File: src/rtl/artff_pkg.sv
// Package: types, constants and state codes for the address region table.
package artff_pkg;

	localparam int unsigned MaxRegionsDef = 64;

	typedef enum logic [1:0] {
		REQ_SEARCH = 2'd0,
		REQ_INSERT = 2'd1,
		REQ_REMOVE = 2'd2,
		REQ_LOOKUP = 2'd3
	} req_type_t;

	typedef enum logic [1:0] {
		ST_OK    = 2'd0,
		ST_NOFIT = 2'd1,
		ST_FULL  = 2'd2
	} status_t;

	typedef struct packed {
		logic [1:0]  req_type;
		logic [31:0] req_addr;
		logic [31:0] req_size;
		logic [31:0] window_low;
		logic [31:0] window_high;
		logic        desired_valid;
		logic        exact_only;
	} in_word_t;

	typedef struct packed {
		logic [1:0]  status;
		logic [31:0] out_addr;
		logic [31:0] out_size;
	} out_word_t;

	typedef enum logic [3:0] {
		S_IDLE,
		S_RD,
		S_EVAL,
		S_GAP,
		S_PRB,
		S_SHR,
		S_SHW,
		S_PUT,
		S_SHLR,
		S_SHLW,
		S_OUT
	} state_t;

	typedef struct packed {
		logic        isz_ok;
		logic [32:0] is;
		logic        des_ok;
		logic [31:0] ds;
	} probe_res_t;

endpackage

File: src/rtl/artff_probe.sv
// Gap probe: clip one gap to the window, register it, then test the desired block.
module artff_probe (
	input  logic                  clk,
	input  logic [32:0]           gs,
	input  logic [32:0]           ge,
	input  artff_pkg::in_word_t   req,
	output artff_pkg::probe_res_t res
);
	import artff_pkg::*;

	logic [33:0] gsz, isz, rs, re, cs;
	logic [33:0] isz_s1, cs_s1;
	logic [33:0] bsz, dsz, de, iend;

	function automatic logic [33:0] clip_len(input logic [33:0] bs, input logic [33:0] sz,
		input logic [33:0] r0, input logic [33:0] r1, output logic [33:0] os);
		logic [33:0] e;
		begin
			e = bs + sz - 34'd1;
			os = 34'd0;
			clip_len = 34'd0;
			if (sz != 34'd0 && r1 > r0 && e <= 34'hFFFFFFFF && !(bs >= r1 || e <= r0)) begin
				if (bs >= r0 && e <= r1) begin
					os = bs; clip_len = e - bs + 34'd1;
				end else if (r0 >= bs && r1 <= e) begin
					os = r0; clip_len = r1 - r0 + 34'd1;
				end else if (bs >= r0) begin
					os = bs; clip_len = r1 - bs + 34'd1;
				end else begin
					os = r0; clip_len = e - r0 + 34'd1;
				end
			end
		end
	endfunction

	always_comb begin
		gsz = ({1'b0, ge} > {1'b0, gs} && !gs[32]) ? ({1'b0, ge} - {1'b0, gs}) : 34'd0;
		rs = {2'b0, req.window_low};
		re = {2'b0, req.window_high};
		isz = clip_len({1'b0, gs}, gsz, rs, re, cs);
	end

	always_ff @(posedge clk) begin
		isz_s1 <= isz;
		cs_s1 <= cs;
	end

	always_comb begin
		bsz = {2'b0, req.req_size};
		iend = cs_s1 + isz_s1 - 34'd1;
		dsz = clip_len({2'b0, req.req_addr}, bsz, cs_s1, iend, de);
		res.isz_ok = (isz_s1 != 34'd0) && (isz_s1 >= bsz);
		res.is = cs_s1[32:0];
		res.des_ok = dsz >= bsz;
		res.ds = de[31:0];
	end
endmodule
File: config.mk
export PLATFORM = sky130hd
export DESIGN_NAME = artff_probe
export DESIGN_NICKNAME = d
export VERILOG_FILES = /design/src/rtl/artff_pkg.sv /design/src/rtl/artff_probe.sv
export SDC_FILE = /design/constraint.sdc
export NUM_CORES = 2
export LEC_CHECK = 0
export ABC_AREA = 1
export BUFFER_PORTS_ARGS = -buffer_cell sky130_fd_sc_hd__buf_4
export CORE_MARGIN = 10
export CORE_UTILIZATION = 43
export CTS_CLUSTER_SIZE = 30
export DETAILED_ROUTE_END_ITERATION = 8
export GPL_TIMING_DRIVEN = 0
export MAX_ROUTING_LAYER = met4
export PLACE_DENSITY = 0.6
export SLEW_MARGIN = 20
export SYNTH_ARGS = -nofsm -noshare
export SYNTH_HDL_FRONTEND = slang
export SYNTH_SLANG_ARGS = --single-unit
export TNS_END_PERCENT = 10
File: constraint.sdc
create_clock -name clk -period 10.78 [get_ports clk]
set_input_delay 0 -clock clk [delete_from_list [all_inputs] [get_ports clk]]
set_output_delay 0 -clock clk [all_outputs]
set_load 0.02 [all_outputs]
==> impl_metrics.env <==
export IMPL_status="completed"
export IMPL_grt_overflow_total=0
export IMPL_gp_congestion=1.14
export IMPL_postSynthCellCount=7138
export IMPL_first_pass_iters=6
export IMPL_finalCriticalPeriod_ns=10.60
export IMPL_rows=116
export IMPL_critPathRequiredTime_ns=10.78
export IMPL_crit_fanout=10
export IMPL_max_freq_mhz=94.4
export IMPL_critical_path_class="reg -> out"
export IMPL_cts_htree_levels=3
export IMPL_numCtsBuffers=9
export IMPL_grt_start_max_net_pins=15
export IMPL_dp_hpwl_um=203000
export IMPL_routed_wl_um=228000
export IMPL_synth_seq_cells=67
export IMPL_grt_pass1_vias=48400
export IMPL_hold_start="gs[5]"
export IMPL_async_flop_share_pct=0
export IMPL_cp_end_kind="primary output"
export IMPL_grtUsageTotal_pct=39.6
export IMPL_regArea_um2=1340
export IMPL_routedWlPerCell_um=26.0
export IMPL_syn_area_um2=43100
export IMPL_synth_edf_count=0
export IMPL_cp_arrival_ns=10.60
export IMPL_dominantRegCellSynth="dfxtp_1"
export IMPL_hold_class="in -> reg"
export IMPL_clk_pin_slew_ns=0.07
export IMPL_drv_slew=0
export IMPL_crit_slowest_cell="nor4_1"
export IMPL_die_height_um=337
export IMPL_fillers=10900
export IMPL_cts_tree="yes"
export IMPL_final_cell_mix="1609 x nand2_1, 1290 x inv_1, 974 x ha_1, 652 x nor2_1, 588 x a21oi_1"
export IMPL_syn_nets=8369
export IMPL_vias=50600
export IMPL_synth_cell_types=71
export IMPL_period_share_pct=98.3
export IMPL_crit_buf_inv=4
export IMPL_crit_start="cs_s1[0]"
export IMPL_hold_viol_final=0
export IMPL_max_slew_margin_pct=7.68
export IMPL_post_route_drc_count=0
export IMPL_worstSetupStartpointType="flip-flop"
export IMPL_core_area_um2=99700
export IMPL_ant_nets=0
export IMPL_initial_core_util_pct=43.2
export IMPL_numPortBuffers=261
export IMPL_worst_path_largest_cell_delay_ns=0.87
export IMPL_drive_gt1_share_pct=6.33
export IMPL_fin_area_um2=47400
export IMPL_setup_violations=0
export IMPL_tns_ns=0
export IMPL_viasPerCell=5.78
export IMPL_power_density_nw_per_um2=326
export IMPL_cts_buffer_depth=2
export IMPL_cts_root_buf="clkbuf_16"
export IMPL_yosysSeqAreaShare_pct=3.11
export IMPL_avgSynthCellArea_um2=6.04
export IMPL_grt_first_pass_wirelength_um=319000
export IMPL_yosysWarnings=0
export IMPL_antenna_found_initial=5
export IMPL_syn2layout_area_growth_pct=10.1
export IMPL_multi_input_area_um2=36500
export IMPL_cts_sinks=67
export IMPL_placed_area_um2=46700
export IMPL_nNetsFinal=8678
export IMPL_maxCapViolCount=0
export IMPL_dieArea_um2=113000
export IMPL_final_common_cell="nand2_1"
export IMPL_critPathTopFamily="simple AND/OR/NAND/NOR gates"
export IMPL_rsz0062_at_grt="false"
export IMPL_die_w_um=337
export IMPL_drtIter0Drc=4371
export IMPL_peakVddDrop_mv=0.217
export IMPL_power_leakage_nw=26.0
export IMPL_fin_hold_ws_ns=0.00124
export IMPL_pin_count=266
export IMPL_worst_slew_pin_transition_ns=1.37
==> cell usage after synthesis (10+ instances only) <==
cell type,n,area [um^2]
nor3_1,95,475
a21oi_1,589,2950
a21o_1,42,315
o211ai_1,58,435
dfxtp_1,67,1340
nand2_1,1610,6040
xor2_1,192,1680
o21a_1,19,143
a31oi_1,35,219
nand3b_1,36,270
inv_1,1290,4840
o21bai_1,44,330
nor2_4,11,124
o21ai_0,386,1930
a21boi_0,16,120
o221ai_1,12,105
ha_1,974,12200
buf_2,12,60.1
nand4_1,150,938
o21ai_1,17,85.1
or2_2,23,144
nor2_1,653,2450
nor2_2,31,194
nand2_2,10,62.6
and2_1,12,75.1
a21oi_2,48,420
fa_1,58,1160
nor4_1,34,213
xnor2_1,77,674
clkbuf_1,39,146
nand3_1,390,1950
==> sequential cells by signal (all words and copies together), names as in the netlist <==
signal and cells:
isz_s1 34, cs_s1 33
==> report_power, final <==
group | leakage (nW) | internal [mW] | switching [mW] | total, mW
clock network | 0.149 | 0.184 | 0.140 | 0.323
logic | 25.3 | 4.52 | 10.3 | 14.9
registers | 0.541 | 0.258 | 0.0148 | 0.273
==> routing by layer <==
layer,vias to the layer above,part of all wire (%),global-route usage (%),routed length (um)
li1,24200,-,-,-
met3,662,7.1,4.83,16100
met5,-,0,-,0
met4,0,9.8,31.5,22400
met2,2311,45,64.5,103000
met1,23500,38,43.7,86300
==> per-stage QoR <==
stage / cells / setup WS, ns / util (%) / power (mW)
after floorplan: 7138 / 4.23 / - / 9.60
after global placement: 8697 / -0.0706 / 46.8 / 14.5
after detailed placement: 8698 / 0.337 / 46.8 / 14.5
after CTS: 8750 / 0.00346 / 47.5 / 14.9
after global routing: 8753 / 0.0962 / 47.5 / 16.6
final: 8755 / 0.182 / 47.6 / 15.5
==> tightest hold or removal path: stages <==
cell and delay [ns]:
buf_4 0.13, nand2_1 0.07, a21oi_2 0.11
==> cell type report <==
| cell class | instances | share of cell area [%] |
|---|---|---|
| multi-input combinational | 5704 | 77.0 |
| inverter | 1296 | 10.3 |
| timing repair buffer | 299 | 4.92 |
| tap | 1298 | 3.43 |
| sequential | 67 | 2.83 |
| buffer | 70 | 0.871 |
| clock buffer | 9 | 0.475 |
| clock inverter | 7 | 0.177 |
| antenna | 5 | 0.0264 |
==> worst paths after layout <==
kind / to / slack (ns) / depth (start not counted)
setup / recovery: res[32] / 0.18 / 44
hold / removal: cs_s1[5] / 0.001 / 3
==> timing repair <==
item	in CTS	in global routing
hold buffers	36	0
setup buffers	0	1
setup endpoints to repair	1	65
pin swaps	0	1
hold endpoints to repair	22	0
resized for setup	2	13
==> cells by family (layout without fill, tap and decap cells) <==
| family | Yosys count | after routing | share of synthesized area [%] |
|---|---|---|---|
| fa+ha+maj | 1032 | 1032 | 31.0 |
| other cells | 1 | 6 | 0.00870 |
| simple gates | 3088 | 3088 | 30.8 |
| flops | 67 | 67 | 3.11 |
| xor+xnor | 273 | 273 | 5.62 |
| buf+inv | 1367 | 1681 | 12.2 |
| compound gates | 1310 | 1310 | 17.2 |
No activity file was read; power rests on OpenSTA's default activity.
